## src/plpd_pkg.sv

```systemverilog
// ----------------------------------------------------------------------------
// plpd_pkg
// Types, constants and helpers shared by the packet deframer modules.
// ----------------------------------------------------------------------------
package plpd_pkg;

  // Result kinds
  typedef enum logic [1:0] {
    KIND_HEADER = 2'd0,
    KIND_BODY   = 2'd1,
    KIND_ERROR  = 2'd2
  } kind_t;

  // Header positions: last byte of each header, then the body phase marker
  localparam logic [4:0] POS_LAST_PKT_HDR = 5'd11;
  localparam logic [4:0] POS_LAST_FN_HDR  = 5'd19;
  localparam logic [4:0] POS_BODY         = 5'd20;

  // Function header length, part of the content length
  localparam logic [31:0] FN_HDR_BYTES = 32'd8;

  // Byte held in the input register
  typedef struct packed {
    logic       valid;
    logic [7:0] data;
  } in_item_t;

  // One result item
  typedef struct packed {
    kind_t       kind;
    logic [15:0] cmd_id;
    logic [31:0] reserved_word;
    logic [31:0] content_length;
    logic [15:0] func_id;
    logic [7:0]  serial;
    logic [31:0] function_word;
    logic [7:0]  body_byte;
    logic        last;
  } result_t;

  // Replace one byte lane of a little-endian word
  function automatic logic [31:0] put_byte(input logic [31:0] word,
                                           input logic [1:0]  lane,
                                           input logic [7:0]  b);
    logic [31:0] w;
    w = word;
    case (lane)
      2'd0:    w[7:0]   = b;
      2'd1:    w[15:8]  = b;
      2'd2:    w[23:16] = b;
      2'd3:    w[31:24] = b;
      default: w        = word;
    endcase
    return w;
  endfunction

endpackage

```

## src/plpd_in_stage.sv

```systemverilog
// ----------------------------------------------------------------------------
// plpd_in_stage
// Input register: holds one received byte until the parser takes it.
// ----------------------------------------------------------------------------
module plpd_in_stage (
  input  logic               clk,
  input  logic               rst,
  input  logic               data_valid,
  input  logic [7:0]         data_byte,
  output logic               data_stall,
  input  logic               advance,
  output plpd_pkg::in_item_t item
);

  logic       full;
  logic [7:0] held;

  // Hold while a byte waits and the parser cannot move on
  assign data_stall = full && !advance;

  // Load a new item whenever the register is free or drains this cycle
  always_ff @(posedge clk) begin
    if (rst) begin
      full <= 1'b0;
    end else if (!data_stall) begin
      full <= data_valid;
    end
  end

  always_ff @(posedge clk) begin
    if (!data_stall && data_valid) begin
      held <= data_byte;
    end
  end

  assign item.valid = full;
  assign item.data  = held;

endmodule

```

## src/plpd_parser.sv

```systemverilog
// ----------------------------------------------------------------------------
// plpd_parser
// Header field latches, byte position and body count; forms the result item.
// ----------------------------------------------------------------------------
module plpd_parser (
  input  logic               clk,
  input  logic               rst,
  input  plpd_pkg::in_item_t item,
  input  logic               advance,
  output logic               produce,
  output plpd_pkg::result_t  result
);

  logic [4:0]  pos,            pos_next;
  logic [31:0] length_word,    length_word_next;
  logic [15:0] command_word,   command_word_next;
  logic [31:0] reserved_store, reserved_store_next;
  logic [15:0] func_id_store,  func_id_store_next;
  logic [7:0]  serial_store,   serial_store_next;
  logic [31:0] fn_word_store,  fn_word_store_next;
  logic [31:0] body_remaining, body_remaining_next;

  logic        fire;
  logic [4:0]  pos_eff;
  logic [31:0] rem_dec;
  logic [7:0]  b;
  logic        hit;

  assign fire = item.valid && advance;
  assign b    = item.data;

  // Work out the next state and the result for the byte in hand
  always_comb begin
    pos_next            = pos;
    length_word_next    = length_word;
    command_word_next   = command_word;
    reserved_store_next = reserved_store;
    func_id_store_next  = func_id_store;
    serial_store_next   = serial_store;
    fn_word_store_next  = fn_word_store;
    body_remaining_next = body_remaining;
    hit                 = 1'b0;
    rem_dec             = body_remaining - 32'd1;
    pos_eff             = (pos > plpd_pkg::POS_BODY) ? 5'd0 : pos;

    result.kind           = plpd_pkg::KIND_BODY;
    result.cmd_id         = command_word;
    result.reserved_word  = reserved_store;
    result.content_length = length_word;
    result.func_id        = func_id_store;
    result.serial         = serial_store;
    result.function_word  = fn_word_store;
    result.body_byte      = 8'd0;
    result.last           = 1'b0;

    if (pos == plpd_pkg::POS_BODY) begin
      // Pass a body byte, mark the final one
      body_remaining_next = rem_dec;
      hit                 = 1'b1;
      result.body_byte    = b;
      result.last         = (rem_dec == 32'd0);
      pos_next            = (rem_dec == 32'd0) ? 5'd0 : plpd_pkg::POS_BODY;
    end else begin
      // Latch the header byte into its field, if it has one
      case (pos_eff)
        5'd0, 5'd1, 5'd2, 5'd3:
          length_word_next = plpd_pkg::put_byte(length_word, pos_eff[1:0], b);
        5'd4, 5'd5:
          command_word_next = pos_eff[0] ? {b, command_word[7:0]}
                                         : {command_word[15:8], b};
        5'd8, 5'd9, 5'd10, 5'd11:
          reserved_store_next = plpd_pkg::put_byte(reserved_store, pos_eff[1:0], b);
        5'd12, 5'd13:
          func_id_store_next = pos_eff[0] ? {b, func_id_store[7:0]}
                                          : {func_id_store[15:8], b};
        5'd14:
          serial_store_next = b;
        5'd16, 5'd17, 5'd18, 5'd19:
          fn_word_store_next = plpd_pkg::put_byte(fn_word_store, pos_eff[1:0], b);
        default: ;
      endcase

      result.cmd_id         = command_word_next;
      result.reserved_word  = reserved_store_next;
      result.content_length = length_word_next;
      result.func_id        = func_id_store_next;
      result.serial         = serial_store_next;
      result.function_word  = fn_word_store_next;
      pos_next              = pos_eff + 5'd1;

      if (pos_eff == plpd_pkg::POS_LAST_PKT_HDR &&
          length_word_next < plpd_pkg::FN_HDR_BYTES) begin
        // Report an error and drop the frame on a short length, then restart the header
        hit                  = 1'b1;
        result.kind          = plpd_pkg::KIND_ERROR;
        result.func_id       = 16'd0;
        result.serial        = 8'd0;
        result.function_word = 32'd0;
        result.last          = 1'b1;
        pos_next             = 5'd0;
      end else if (pos_eff == plpd_pkg::POS_LAST_FN_HDR) begin
        // Report the header, then enter the body unless it is empty
        hit                 = 1'b1;
        body_remaining_next = length_word_next - plpd_pkg::FN_HDR_BYTES;
        result.kind         = plpd_pkg::KIND_HEADER;
        result.last         = (length_word_next == plpd_pkg::FN_HDR_BYTES);
        pos_next            = (length_word_next == plpd_pkg::FN_HDR_BYTES) ?
                              5'd0 : plpd_pkg::POS_BODY;
      end
    end
  end

  assign produce = fire && hit;

  // Advance the state on each byte taken
  always_ff @(posedge clk) begin
    if (rst) begin
      pos            <= 5'd0;
      length_word    <= 32'd0;
      command_word   <= 16'd0;
      reserved_store <= 32'd0;
      func_id_store  <= 16'd0;
      serial_store   <= 8'd0;
      fn_word_store  <= 32'd0;
      body_remaining <= 32'd0;
    end else if (fire) begin
      pos            <= pos_next;
      length_word    <= length_word_next;
      command_word   <= command_word_next;
      reserved_store <= reserved_store_next;
      func_id_store  <= func_id_store_next;
      serial_store   <= serial_store_next;
      fn_word_store  <= fn_word_store_next;
      body_remaining <= body_remaining_next;
    end
  end

endmodule

```

## src/plpd_out_stage.sv

```systemverilog
// ----------------------------------------------------------------------------
// plpd_out_stage
// Result register: holds one result item until the receiver takes it.
// ----------------------------------------------------------------------------
module plpd_out_stage (
  input  logic              clk,
  input  logic              rst,
  input  logic              produce,
  input  plpd_pkg::result_t result,
  output logic              advance,
  output logic              result_valid,
  input  logic              result_stall,
  output plpd_pkg::result_t held
);

  // Move on unless a result is waiting on a stalled receiver
  assign advance = !(result_valid && result_stall);

  always_ff @(posedge clk) begin
    if (rst) begin
      result_valid <= 1'b0;
    end else if (advance) begin
      result_valid <= produce;
    end
  end

  always_ff @(posedge clk) begin
    if (advance && produce) begin
      held <= result;
    end
  end

endmodule

```

## src/length_prefixed_packet_deframer.sv

```systemverilog
// ----------------------------------------------------------------------------
// length_prefixed_packet_deframer: byte stream to header and body items
// Path: a byte goes from the input register through the parser to the result register.
// Throughput: one byte per cycle, held back only by a stalled result register.
// Reset: synchronous; clears both registers' valid flags and the parse state.
// ----------------------------------------------------------------------------
module length_prefixed_packet_deframer (
  input  logic        clk,
  input  logic        rst,
  input  logic        data_valid,
  output logic        data_stall,
  input  logic [7:0]  data_byte,
  output logic        result_valid,
  input  logic        result_stall,
  output logic [1:0]  kind,
  output logic [15:0] cmd_id,
  output logic [31:0] reserved_word,
  output logic [31:0] content_length,
  output logic [15:0] func_id,
  output logic [7:0]  serial,
  output logic [31:0] function_word,
  output logic [7:0]  body_byte,
  output logic        last
);

  plpd_pkg::in_item_t item;
  plpd_pkg::result_t  result;
  plpd_pkg::result_t  held;
  logic               advance;
  logic               produce;

  plpd_in_stage u_in (
    .clk        (clk),
    .rst        (rst),
    .data_valid (data_valid),
    .data_byte  (data_byte),
    .data_stall (data_stall),
    .advance    (advance),
    .item       (item)
  );

  plpd_parser u_parser (
    .clk     (clk),
    .rst     (rst),
    .item    (item),
    .advance (advance),
    .produce (produce),
    .result  (result)
  );

  plpd_out_stage u_out (
    .clk          (clk),
    .rst          (rst),
    .produce      (produce),
    .result       (result),
    .advance      (advance),
    .result_valid (result_valid),
    .result_stall (result_stall),
    .held         (held)
  );

  // Drive the result ports from the result register
  assign kind           = held.kind;
  assign cmd_id         = held.cmd_id;
  assign reserved_word  = held.reserved_word;
  assign content_length = held.content_length;
  assign func_id        = held.func_id;
  assign serial         = held.serial;
  assign function_word  = held.function_word;
  assign body_byte      = held.body_byte;
  assign last           = held.last;

endmodule

```

## config.mk

```make
export PLATFORM = sky130hd
export DESIGN_NAME = length_prefixed_packet_deframer
export DESIGN_NICKNAME = d
export VERILOG_FILES = /design/src/plpd_pkg.sv /design/src/plpd_in_stage.sv /design/src/plpd_parser.sv /design/src/plpd_out_stage.sv /design/src/length_prefixed_packet_deframer.sv
export SDC_FILE = /design/constraint.sdc
export NUM_CORES = 1
export LEC_CHECK = 0
export BUFFER_PORTS_ARGS = -buffer_cell sky130_fd_sc_hd__buf_2
export CAP_MARGIN = 15
export CELL_PAD_IN_SITES_DETAIL_PLACEMENT = 0
export CELL_PAD_IN_SITES_GLOBAL_PLACEMENT = 1
export CORE_UTILIZATION = 43
export CTS_CLUSTER_SIZE = 14
export DETAILED_ROUTE_END_ITERATION = 10
export GPL_TIMING_DRIVEN = 0
export PLACE_DENSITY = 0.78
export SYNTH_ARGS = -nofsm -noshare
export SYNTH_HDL_FRONTEND = slang
export SYNTH_SLANG_ARGS = --single-unit
```

## constraint.sdc

```tcl
create_clock -name clk -period 12.9 [get_ports clk]
set_input_delay 2.58 -clock clk [delete_from_list [all_inputs] [get_ports clk]]
set_output_delay 2.58 -clock clk [all_outputs]
set_load 0.02 [all_outputs]
```

==> results of run 1 <==
[placed cells by master (no fill, tap or decap), drive strengths merged, types with 5 or more instances in the layout]
cell type / count
nand2: 253
buf: 183
dfxtp: 175
nor2: 167
edfxtp: 155
clkbuf: 151
a21oi: 121
nor3: 62
mux2: 60
o21ai: 56
nand3: 44
mux2i: 37
inv: 34
a22o: 33
a211oi: 31
nor4: 27
and2: 17
nand4: 17
xnor2: 16
a31oi: 11
clkinv: 11
xor2: 10
o22ai: 9
or4: 9
and3: 8
o211ai: 8
and4: 7
nor2b: 7
or3: 7
ha: 7
o31ai: 6
bufinv: 6
nand2b: 5
nand4b: 5
nor4b: 5
clkinvlp: 5
[cells by family (layout without fill, tap and decap cells)]
kind of cell,count (synthesis),count (layout)
XOR/XNOR,26,26
buffers and inverters,157,390
flip-flops,330,330
AND/OR/NAND/NOR,653,653
multiplexers,97,97
adder cells (fa/ha/maj),7,7
AO/OA/AOI/OAI,307,307
[synth_stat cells, types with 2 or more instances]
library cell,number
o211ai_1,7
a21boi_0,3
nand2b_1,5
and2_1,17
mux2_2,60
nand4b_1,5
or3_1,7
nor4_1,26
clkbuf_1,108
nand3b_1,4
o221ai_1,4
a31oi_1,11
mux2i_1,37
buf_1,6
dfxtp_1,175
o22ai_1,9
o31a_2,2
a22oi_1,3
a21oi_1,121
a22o_1,33
inv_1,33
edfxtp_1,155
nor4b_1,5
nor3b_1,4
or4_4,2
and4_1,7
o31ai_1,6
o21a_1,3
buf_2,7
nand2_1,253
nand3_1,44
a211oi_1,31
and3_1,8
nor3_1,62
nor2_1,167
nand4_1,17
or4_1,7
xor2_1,10
nor2b_1,7
o21ai_0,55
xnor2_1,16
ha_1,7
[power by group through the flow]
stage	Clock, W	Combinational [W]	Sequential (W)
after global routing	0.00114	0.000167	0.00112
after detailed placement	0	0.000150	0.00114
final	0.00108	0.000156	0.00111
after global placement	0	0.000149	0.00114
after floorplan	0	0.0000984	0.00113
after CTS	0.00110	0.000152	0.00111
[cell type report]
| class | count | area [sq um] |
|---|---|---|
| timing repair buffer | 168 | 950 |
| sequential | 330 | 8160 |
| tap | 455 | 569 |
| inverter | 33 | 124 |
| clock inverter | 23 | 293 |
| fill | 3221 | 16600 |
| multi-input combinational | 1090 | 6290 |
| buffer | 124 | 487 |
| clock buffer | 42 | 945 |
[sequential cells by signal, summed over array words and instances (netlist names)]
signal	flops
u_parser.body_remaining	32
u_parser.command_word	16
u_parser.serial_store	8
u_parser.fn_word_store	32
u_parser.length_word	32
u_out.result_valid	1
u_parser.pos	5
u_parser.func_id_store	16
u_parser.reserved_store	32
u_out.held	147
u_in.full	1
u_in.held	8
[per-stage QoR]
| stage | TNS [ns] | setup WS [ns] | utilization (%) | hold WS [ns] |
|---|---|---|---|---|
| 2_1_floorplan | 0 | 3.14 | - | 0.434 |
| 3_3_place_gp | -72.36 | -0.502 | 47.6 | 0.438 |
| 3_5_place_dp | 0 | 7.13 | 48.1 | 0.445 |
| 4_1_cts | 0 | 7.05 | 51.7 | 0.454 |
| 5_1_grt | 0 | 6.62 | 51.7 | 0.466 |
| 6_report | 0 | 6.97 | 51.7 | 0.455 |
[worst paths after layout]
check | cells after the start | to | startpoint | slack (ns)
setup / recovery | 17 | u_out.held[131] | u_parser.pos[4] | 6.97
hold / removal | 2 | u_parser.reserved_store[19] | u_parser.reserved_store[19] | 0.46
setup reg to reg | 17 | u_out.held[131] | u_parser.pos[4] | 6.97
hold reg to reg | 2 | u_parser.reserved_store[19] | u_parser.reserved_store[19] | 0.46
[worst max-delay path: cells and delay by family, from the launching register on]
kind,cells,cell delay [ns]
muxes,1,0.34
and+or+nand+nor,5,1.83
adders and majority gates,1,0.26
buffers and inverters,8,2.22
AOI/OAI and AO/OA,2,0.59
DFF,1,0.31
[metal layers]
layer,vias up,wire [um],global-route usage [%]
met4,0,1040,6.58
li1,6046,-,-
met3,69,3360,3.48
met5,-,0,0
met1,6178,21200,37.6
met2,515,20500,39.1
==> summary.txt, run 1 <==
Clock tree
  • Clock sinks: 330
  • Num CTS Buffers: 36
  • CTS clk-pin slew, worst paths: around 0.060 ns
  • Worst-Skew Late Latency: between 0.5 and 0.6 ns
  • Resize count post-CTS: 0
  • CTS tree: done
  • H-tree depth: 2
  • Root buffer cell: clkbuf_16
  • Clock buffer depth: 3
  • Hold Buf Count CTS: 0
  • Post-CTS Setup Repair Bufs: 0

Setup path
  • Most used cell, CP: clkbuf_1
  • WP data arrival: between 6 and 7 ns
  • Critical path endpoint category: register
  • Worst path slowest cell: nor2_4
  • Critical Path Max Stage Delay: ~0.63 ns
  • Worst Setup Start Kind: register
  • Critical-path cell list: buf_2 -> clkbuf_1 -> o21ai_0 -> and2_1 -> inv_1 -> ha_1 -> o211ai_1 -> mux2i_1 -> nor3_1 -> and4_1 -> clkbuf_1 -> clkbuf_1 -> nor2_1 -> nor2_4 -> buf_16 -> buf_12 -> buf_12
  • CP Class: reg -> reg
  • Crit path max fanout: 35
  • Critical path required time: 13.11 ns

Power
  • Reg power frac: between 40 and 50%
  • Logic pwr share: approximately 6.6%
  • Internal Power: between 0.0015 and 0.002 W
  • P_leak: 6.34 nW
  • Total chip power: approximately 0.0024 W
  • Peak supply drop: 103 uV
  • Switch share: between 20% and 30%
  • Clock power share: 46.0%
  • PD cells: 132 nW/um^2
  • Switching pwr: 0.000551 W

Placement
  • Detail Placement HPWL: 32,400 um
  • Dpl cell area: ~17,000 sq um
  • Port Buf Inserts: 159
  • Placed insts: 2,199
  • Placer Congestion: 0.910

Synthesis
  • Synth warn: 0
  • Async SR Flop Fraction: 0%
  • Gate Count Post-Synth: 1,577
  • Avg Inst Size Synth: 9.54 sq um
  • Top post-synthesis cells by area: edfxtp_1 (31%), dfxtp_1 (23%), nand2_1 (6.3%)
  • Sequential fraction of the synthesis area: 54.2%
  • Share of Yosys cell area claimed by the top area cell type: 30.9%
  • Synth Area in Simple Gates: 19.9%
  • Compound-Gate Fraction of Synth Area: about an eighth
  • Post-Syn Nets: approximately 1,600
  • Multiplexer area fraction after synthesis: between 6 and 7%
  • Largest area contributor in the netlist: edfxtp_1
  • Synth Area in XOR/XNOR: ~1.5%
  • Count of state elements after synthesis: 330
  • Adder-cell share of the synthesized area: 0.582%
  • Main synth FF type: dfxtp_1
  • Post-synthesis cell type count: 70
  • Largest family of logic cells by synthesized area: simple AND/OR/NAND/NOR gates
  • Mapped cell area: 15,000 sq um
  • EDFF count, synth: 155

STA
  • Fin. Hold Viols: 0
  • Crit path time final: 5.93 ns
  • Pins over their slew limit: 0
  • Unrepaired setup endpoints after global routing: false
  • Clock Skews: 0.0182 ns
  • Crit share post-route: ~46%
  • Final Setup Violations: 0
  • Worst Max-Slew Pin Slew: 1.18 ns
  • Slew margin rel.: about a fifth
  • Maximum clock frequency: 169 MHz

Cells and area
  • Cell Count, Final, Fillers Out: 2,265
  • Fin area: 17,800 sq um
  • N_diodes: 0
  • Layout Nets: 1,802
  • Area growth from synthesis to layout: 18.5%
  • Share of layout cells above drive strength 1: between 10% and 20%

Floorplan
  • Core area: 34,500 sq um
  • Num rows: 68
  • Initial core utilization: between 40 and 50%
  • IO Pins: 161
  • Die X: between 150 and 200 um
  • Die Y: 189 um
  • Total die area: between 30,000 and 40,000 sq um

Route
  • DRC violations left: 1
  • 1st-iter DRT viols: 1,156
  • Routed Antenna Nets: 0
  • Vias per cell: 5.65
  • Vias: around 13,000
  • Routed WL: 46,100 um
  • Post-DR wirelength/cell: ~20 um
  • TritonRoute pass-1 iters: 8

Global route
  • Initial antenna violation count: 1
  • Total GRT Usage: 25.5%
  • Largest net degree at the start of global routing: 36
  • Vias in the first global route: ~12,000
  • GRT Residual Overflow: 0
  • First-pass GRT wire length: 69,900 um

Run status
  • Violated checks: design-rule violations
  • Status: complete, but fails checks

Job
  • Maxcap violations: 0

Hold path
  • Worst Hold Class: reg -> reg
(Power assumes the default switching activity.)
==> run 2: changes to the inputs <==
Clock period 12.9 ns to 5.9 ns, I/O delays scaled along.
==> run 2 against run 1 <==
Against the previous run:
- the run still ends with design-rule violations left
- total power up 110%
- non-clock buffer count fell by 1
- combinational power up 120%
- die area stayed put
- clock skew rose by 0.0015 ns
- worst setup slack worse by 6.4 ns
- cell area is 0.58% lower
- sequential share of layout area up 0.27 points
- sequential cell count unchanged
- critical path depth is 1 lower
- highest routed layer is now met5
==> summary.txt, run 2 (synthesis gave the netlist of run 1 again) <==
Cells and area
  • Layout Nets: 1,802 (unchanged)
  • Commonest non-fill, non-tap cell in the layout: nand2_1 (unchanged)
  • Finished Core Util: 51.4% (was 51.7%)
  • Max reg flops: 147 (unchanged)
  • FILL cells: 3,206 (was 3,221)
  • Share of layout cells above drive strength 1: 16.8% (was 17.0%)
  • Reg with most FFs: u_out.held (unchanged)
  • Commonest non-fill, non-tap cells in the layout: nand2_1 (253), dfxtp_1 (175), buf_2 (167), nor2_1 (166), edfxtp_1 (155) (unchanged)
  • N_diodes: 0 (unchanged)
  • Cell Count, Final, Fillers Out: 2,265 (unchanged)
  • Area growth from synthesis to layout: 17.8% (was 18.5%)

STA
  • Clock Skews: 0.0198 ns (was 0.0182 ns)
  • Worst Max-Slew Pin Slew: 1.18 ns (about the same)
  • Fin. Hold Viols: 0 (unchanged)
  • Crit path time final: 5.37 ns (was 5.93 ns)
  • Unrepaired setup endpoints after global routing: false (unchanged)
  • Final Setup Violations: 0 (unchanged)
  • Maximum clock frequency: 186 MHz (was 169 MHz)
  • Crit share post-route: 91.0% (was 46.0%)
  • Pins over their slew limit: 0 (unchanged)
  • Slew margin rel.: 20.4% (was 20.9%)
  • Hold WS: 0.450 ns (was 0.455 ns)
  • Final worst slack: 0.529 ns (was 6.97 ns)

Floorplan
  • Num rows: 68 (unchanged)
  • Total die area: 35,700 sq um (unchanged)
  • Core area: 34,500 sq um (unchanged)
  • IO Pins: 161 (unchanged)
  • Die X: 189 um (unchanged)
  • Initial core utilization: 43.6% (unchanged)
  • Die Y: 189 um (unchanged)

Power
  • Peak supply drop: 188 uV (was 103 uV)
  • Total chip power: 0.00502 W (was 0.00235 W)
  • P_leak: 6.30 nW (was 6.34 nW)
  • PD cells: 284 nW/um^2 (was 132 nW/um^2)

Global route
  • Met1 Usage GRT: 37.0% (was 37.6%)
  • GRT Residual Overflow: 0 (unchanged)
  • Met2 usage: 40.6% (was 39.1%)
  • Met3 GRT Util: 3.71% (was 3.48%)
  • Largest net degree at the start of global routing: 40 (was 36)
  • Gr busiest metal: met2 (unchanged)
  • Total GRT Usage: 25.6% (was 25.5%)
  • Initial antenna violation count: 1 (unchanged)
  • Vias in the first global route: 11,900 (was 11,800)
  • First-pass GRT wire length: 70,100 um (was 69,900 um)

Clock tree
  • Num CTS Buffers: 36 (unchanged)
  • Clock buffer depth: 3 (unchanged)
  • Root buffer cell: clkbuf_16 (unchanged)
  • Hold Buf Count CTS: 0 (unchanged)
  • Post-CTS Setup Repair Bufs: 0 (unchanged)
  • H-tree depth: 2 (unchanged)
  • CTS tree: done (unchanged)
  • Clock sinks: 330 (unchanged)
  • Resize count post-CTS: 0 (unchanged)
  • Worst-Skew Late Latency: 0.54 ns (was 0.52 ns)
  • CTS clk-pin slew, worst paths: 0.07 ns (was 0.06 ns)

Run status
  • Status: complete, but fails checks (unchanged)
  • Violated checks: design-rule violations (unchanged)

Hold path
  • Hold depth: 2 (unchanged)
  • Worst Hold Class: reg -> reg (unchanged)

Setup path
  • WP data arrival: 5.58 ns (was 6.14 ns)
  • Critical-path cell list: buf_2 -> clkbuf_1 -> o21ai_0 -> and2_1 -> inv_1 -> ha_1 -> o211ai_1 -> nand3b_1 -> a22oi_1 -> and4_1 -> clkbuf_1 -> clkbuf_1 -> nor2_1 -> nor2_4 -> buf_12 -> buf_12 (was buf_2 -> clkbuf_1 -> o21ai_0 -> and2_1 -> inv_1 -> ha_1 -> o211ai_1 -> mux2i_1 -> nor3_1 -> and4_1 -> clkbuf_1 -> clkbuf_1 -> nor2_1 -> nor2_4 -> buf_16 -> buf_12 -> buf_12)
  • Critical path required time: 6.11 ns (was 13.11 ns)
  • Critical Path Max Stage Delay: 0.48 ns (was 0.63 ns)
  • Crit path max fanout: 39 (was 35)
  • Most used cell, CP: clkbuf_1 (unchanged)
  • Worst Setup Start Kind: register (unchanged)
  • CP Class: reg -> reg (unchanged)
  • Worst path slowest cell: clkbuf_1 (was nor2_4)
  • Critical path endpoint category: register (unchanged)
  • Worst reg-to-reg path cell count: 16 (was 17)

Route
  • DRC violations left: 1 (unchanged)
  • Routed WL: 46,300 um (was 46,100 um)
  • TritonRoute pass-1 iters: 8 (unchanged)
  • 1st-iter DRT viols: 1,077 (was 1,156)
  • Routed Antenna Nets: 0 (unchanged)
  • Vias: 12,700 (was 12,800)
  • Post-DR wirelength/cell: 20.4 um (about the same)
  • Vias per cell: 5.61 (was 5.65)

Placement
  • Port Buf Inserts: 159 (unchanged)
  • Detail Placement HPWL: 32,400 um (about the same)
  • Pre-CTS setup slack: 0.117 ns (was 7.13 ns)
  • Placer Congestion: 0.906 (was 0.910)
  • Placed insts: 2,197 (was 2,199)

Job
  • Maxcap violations: 0 (unchanged)
==> run 2: layout make-up <==
cell class                 count  area (sq um)  area share, %
sequential                   330          8160           46.1
inverter                      33           124          0.699
clock inverter                20           191           1.08
clock buffer                  45           976           5.51
buffer                       124           487           2.75
timing repair buffer         167           911           5.14
multi-input combinational   1091          6300           35.6
tap                          455           569           3.21
==> run 2: worst paths after layout <==
kind | from | to | slack, ns
max reg2reg | u_parser.pos[4] | u_out.held[50] | 0.53
max | u_parser.pos[4] | u_out.held[50] | 0.53
min | u_parser.reserved_store[23] | u_parser.reserved_store[23] | 0.45
min reg2reg | u_parser.reserved_store[23] | u_parser.reserved_store[23] | 0.45
==> run 2: per-layer routing <==
| metal | vias to the layer above | part of all wire (%) |
|---|---|---|
| met5 | - | 0.028 |
| met1 | 6106 | 46 |
| met3 | 58 | 7.2 |
| li1 | 6055 | - |
| met2 | 491 | 46 |
| met4 | 2 | 1.5 |
==> run 2: worst max-delay path: cells and delay by family (launching register included) <==
| family | cells | cell delay [ns] |
|---|---|---|
| buffers and inverters | 7 | 2.00 |
| and+or+nand+nor | 5 | 1.43 |
| AOI/OAI and AO/OA | 3 | 1.02 |
| DFF | 1 | 0.31 |
| adders and majority gates | 1 | 0.25 |
==> run 2: through the flow <==
stage / area [sq um] / setup TNS (ns)
final: 17700 / 0
after global routing: 17700 / 0
after CTS: 17700 / 0
after detailed placement: 16500 / 0
after global placement: 16400 / -256.06
after floorplan: 15000 / 0
==> run 2: report_power, final <==
group / internal, W / total (W) / switching, W
Combinational: 0.0000993 / 0.000338 / 0.000239
Clock: 0.00131 / 0.00225 / 0.000937
Sequential: 0.00242 / 0.00244 / 0.0000209
==> run 3: changes to the inputs <==
Settings changed: CELL_PAD_IN_SITES_DETAIL_PLACEMENT 0 to default, CELL_PAD_IN_SITES_GLOBAL_PLACEMENT 1 to default, CORE_MARGIN from default to 8, PLACE_DENSITY 0.78 to 0.63, SYNTH_HIERARCHICAL from default to 1.
==> run 3 against run 2 <==
Against the previous run:
- the run now ends clean
- core utilization fell by 0.29 points
- cell area rose by 1.9%
- global-route usage fell by 2.8 points
- die area up 17%
- clock skew grew 0.0017 ns
- synthesized cell count up 5.3%
- via count grew 4.7%
- critical endpoint is now u_out/held[4]
- largest cell class unchanged
==> summary.txt, run 3 <==
Synthesis
  • Gate Count Post-Synth: 1,660 (was 1,577)
  • Count of state elements after synthesis: 330 (unchanged)
  • Sequential fraction of the synthesis area: 53.2% (was 54.2%)
  • Post-synthesis cell type count: 71 (was 70)
  • Share of Yosys cell area claimed by the top area cell type: 30.4% (was 30.9%)
  • Most frequent cells after synthesis: nand2_1 (286), dfxtp_1 (175), nor2_1 (173) (was nand2_1 (253), dfxtp_1 (175), nor2_1 (167))
  • Post-Syn Nets: 1,677 (was 1,596)
  • Main synth FF type: dfxtp_1 (unchanged)
  • EDFF count, synth: 155 (unchanged)
  • Async SR Flop Fraction: 0% (unchanged)
  • Synth warn: 6 (was 0)
  • Count leader, synth: nand2_1 (unchanged)
  • Avg Inst Size Synth: 9.23 sq um (was 9.54 sq um)
  • Largest area contributor in the netlist: edfxtp_1 (unchanged)
  • Mapped cell area: 15,300 sq um (was 15,000 sq um)
  • Top post-synthesis cells by area: edfxtp_1 (30%), dfxtp_1 (23%), nand2_1 (7.0%) (was edfxtp_1 (31%), dfxtp_1 (23%), nand2_1 (6.3%))

Route
  • 1st-iter DRT viols: 1,420 (was 1,077)
  • Vias per cell: 5.66 (was 5.61)
  • Post-DR wirelength/cell: 21.0 um (was 20.4 um)
  • DRC violations left: 0 (was 1)
  • Vias: 13,300 (was 12,700)
  • Routed Antenna Nets: 0 (unchanged)
  • Routed WL: 49,300 um (was 46,300 um)
  • TritonRoute pass-1 iters: 5 (was 8)

Floorplan
  • Initial core utilization: 43.4% (was 43.6%)
  • Die X: 205 um (was 189 um)
  • IO Pins: 161 (unchanged)
  • Total die area: 41,900 sq um (was 35,700 sq um)
  • Core area: 35,300 sq um (was 34,500 sq um)
  • Die Y: 205 um (was 189 um)
  • Num rows: 69 (was 68)

Power
  • Peak supply drop: 228 uV (was 188 uV)
  • Total chip power: 0.00520 W (was 0.00502 W)
  • P_leak: 6.65 nW (was 6.30 nW)
  • PD cells: 288 nW/um^2 (was 284 nW/um^2)

Clock tree
  • Num CTS Buffers: 37 (was 36)
  • Hold Buf Count CTS: 0 (unchanged)
  • Clock buffer depth: 3 (unchanged)
  • Clock sinks: 330 (unchanged)
  • H-tree depth: 2 (unchanged)
  • Post-CTS Setup Repair Bufs: 0 (unchanged)
  • Worst-Skew Late Latency: 0.52 ns (was 0.54 ns)
  • CTS tree: done (unchanged)
  • Root buffer cell: clkbuf_16 (unchanged)
  • CTS clk-pin slew, worst paths: 0.06 ns (was 0.07 ns)

Setup path
  • CP Class: reg -> reg (unchanged)
  • Critical path required time: 6.06 ns (was 6.11 ns)
  • WP data arrival: 5.57 ns (was 5.58 ns)
  • Worst Setup Start Kind: register (unchanged)
  • Worst reg-to-reg path cell count: 15 (was 16)
  • Crit path max fanout: 76 (was 39)
  • Critical path endpoint category: register (unchanged)

STA
  • Unrepaired setup endpoints after global routing: false (unchanged)
  • Pins over their slew limit: 0 (unchanged)
  • Maximum clock frequency: 185 MHz (was 186 MHz)
  • Final worst slack: 0.494 ns (was 0.529 ns)
  • Crit share post-route: 91.6% (was 91.0%)
  • Clock Skews: 0.0214 ns (was 0.0198 ns)
  • Final Setup Violations: 0 (unchanged)
  • Worst Max-Slew Pin Slew: 1.02 ns (was 1.18 ns)
  • Fin. Hold Viols: 0 (unchanged)
  • Slew margin rel.: 31.7% (was 20.4%)
  • Crit path time final: 5.41 ns (was 5.37 ns)

Placement
  • Pre-CTS setup slack: -0.377 ns (was 0.117 ns)
  • Detail Placement HPWL: 35,500 um (was 32,400 um)
  • Port Buf Inserts: 160 (was 159)
  • Placed insts: 2,284 (was 2,197)
  • Placer Congestion: 0.907 (was 0.906)

Global route
  • Met3 GRT Util: 3.46% (was 3.71%)
  • Vias in the first global route: 12,600 (was 11,900)
  • Met2 usage: 34.9% (was 40.6%)
  • GRT Residual Overflow: 0 (unchanged)
  • Initial antenna violation count: 0 (was 1)
  • Total GRT Usage: 22.8% (was 25.6%)
  • First-pass GRT wire length: 75,100 um (was 70,100 um)
  • Met1 Usage GRT: 32.6% (was 37.0%)
  • Gr busiest metal: met2 (unchanged)
  • Largest net degree at the start of global routing: 77 (was 40)

Job
  • Maxcap violations: 0 (unchanged)

Hold path
  • Worst Hold Class: reg -> reg (unchanged)
  • Hold depth: 2 (unchanged)

Cells and area
  • Cell Count, Final, Fillers Out: 2,353 (was 2,265)
  • Max reg flops: 147 (unchanged)
  • Commonest non-fill, non-tap cell in the layout: nand2_1 (unchanged)
  • Layout Nets: 1,881 (was 1,802)
  • Area growth from synthesis to layout: 17.8% (about the same)
  • Reg with most FFs: u_out/held (was u_out.held)
  • N_diodes: 0 (unchanged)
  • Commonest non-fill, non-tap cells in the layout: nand2_1 (286), dfxtp_1 (175), nor2_1 (173), buf_2 (166), edfxtp_1 (155) (was nand2_1 (253), dfxtp_1 (175), buf_2 (167), nor2_1 (166), edfxtp_1 (155))
  • Share of layout cells above drive strength 1: 15.9% (was 16.8%)

Run status
  • Status: completed (was complete, but fails checks)
run 3: cell types whose count changed after synthesis, sizes merged, moves of 9 or more:
cell and change:
o21ai +50, nand2 +33, nand2b +12, a21oi -12, nand3 -9, nor3 +15, inv +9, a22o -33
run 3: where the power goes:
part / switching, W / internal, W
Combinational: 0.000285 / 0.000116
Clock: 0.000902 / 0.00145
Sequential: 0.0000226 / 0.00242
Total: 0.00121 / 0.00399
run 3: path summary, 6_finish.rpt:
path	from	end	slack, ns
max	u_parser/pos[4]	u_out/held[4]	0.49
min	u_parser/command_word[12]	u_parser/command_word[12]	0.45
min reg2reg	u_parser/command_word[12]	u_parser/command_word[12]	0.45
max reg2reg	u_parser/pos[4]	u_out/held[4]	0.49
run 3: what timing repair did:
action                     CTS  global route
pin swaps                    0             1
setup endpoints to repair   76            76
gates cloned                 0             1
hold endpoints to repair     0             0
gates resized for setup      3             2
run 3: worst max-delay path, cell delays in order, from the launching register on:
cell and delay, ns:
dfxtp_1 0.30, clkbuf_1 0.32, clkbuf_1 0.35, nand2_1 0.15, nand2_1 0.24, ha_1 0.19, clkbuf_1 0.38, o221ai_2 0.35
mux2i_4 0.46, nand3_1 0.15, or2_2 0.38, buf_2 0.23, o21ai_2 0.38, and2_4 0.42, buf_16 0.28, buf_16 0.33
run 3: cells by family after synthesis:
family	share of synthesized area [%]
and+or+nand+nor	21.3
buffers and inverters	4.21
adders and majority gates	0.408
muxes	6.74
DFF	53.2
AOI/OAI and AO/OA	13.0
xor gates and xnor gates	1.14
run 3: metal layers:
metal | vias to the layer above | routed length, um | part of all wire, %
met5 | - | 0 | 0
met4 | 0 | 1510 | 3.1
met3 | 90 | 3840 | 7.8
met2 | 558 | 21900 | 44
met1 | 6352 | 22000 | 45
li1 | 6308 | - | -
run 3: metrics by stage:
step	hold WS, ns	instance area, sq um	TNS (ns)	util (%)
floorplan	0.432	15300	0	-
global placement	0.438	16700	-252.56	47.3
detailed placement	0.444	16800	-27.78	47.5
CTS	0.453	18000	0	51.0
global route	0.468	18000	0	51.1
finish	0.452	18000	0	51.1
run 3: layout make-up:
type	count	area, sq um
fillers	3254	17300
flip-flops and latches	330	8160
multi-input cells	1162	6550
clock buffers	52	1040
repair buffers	164	868
well taps	461	577
plain buffers	127	487
clock inverters	15	205
inverters	42	158
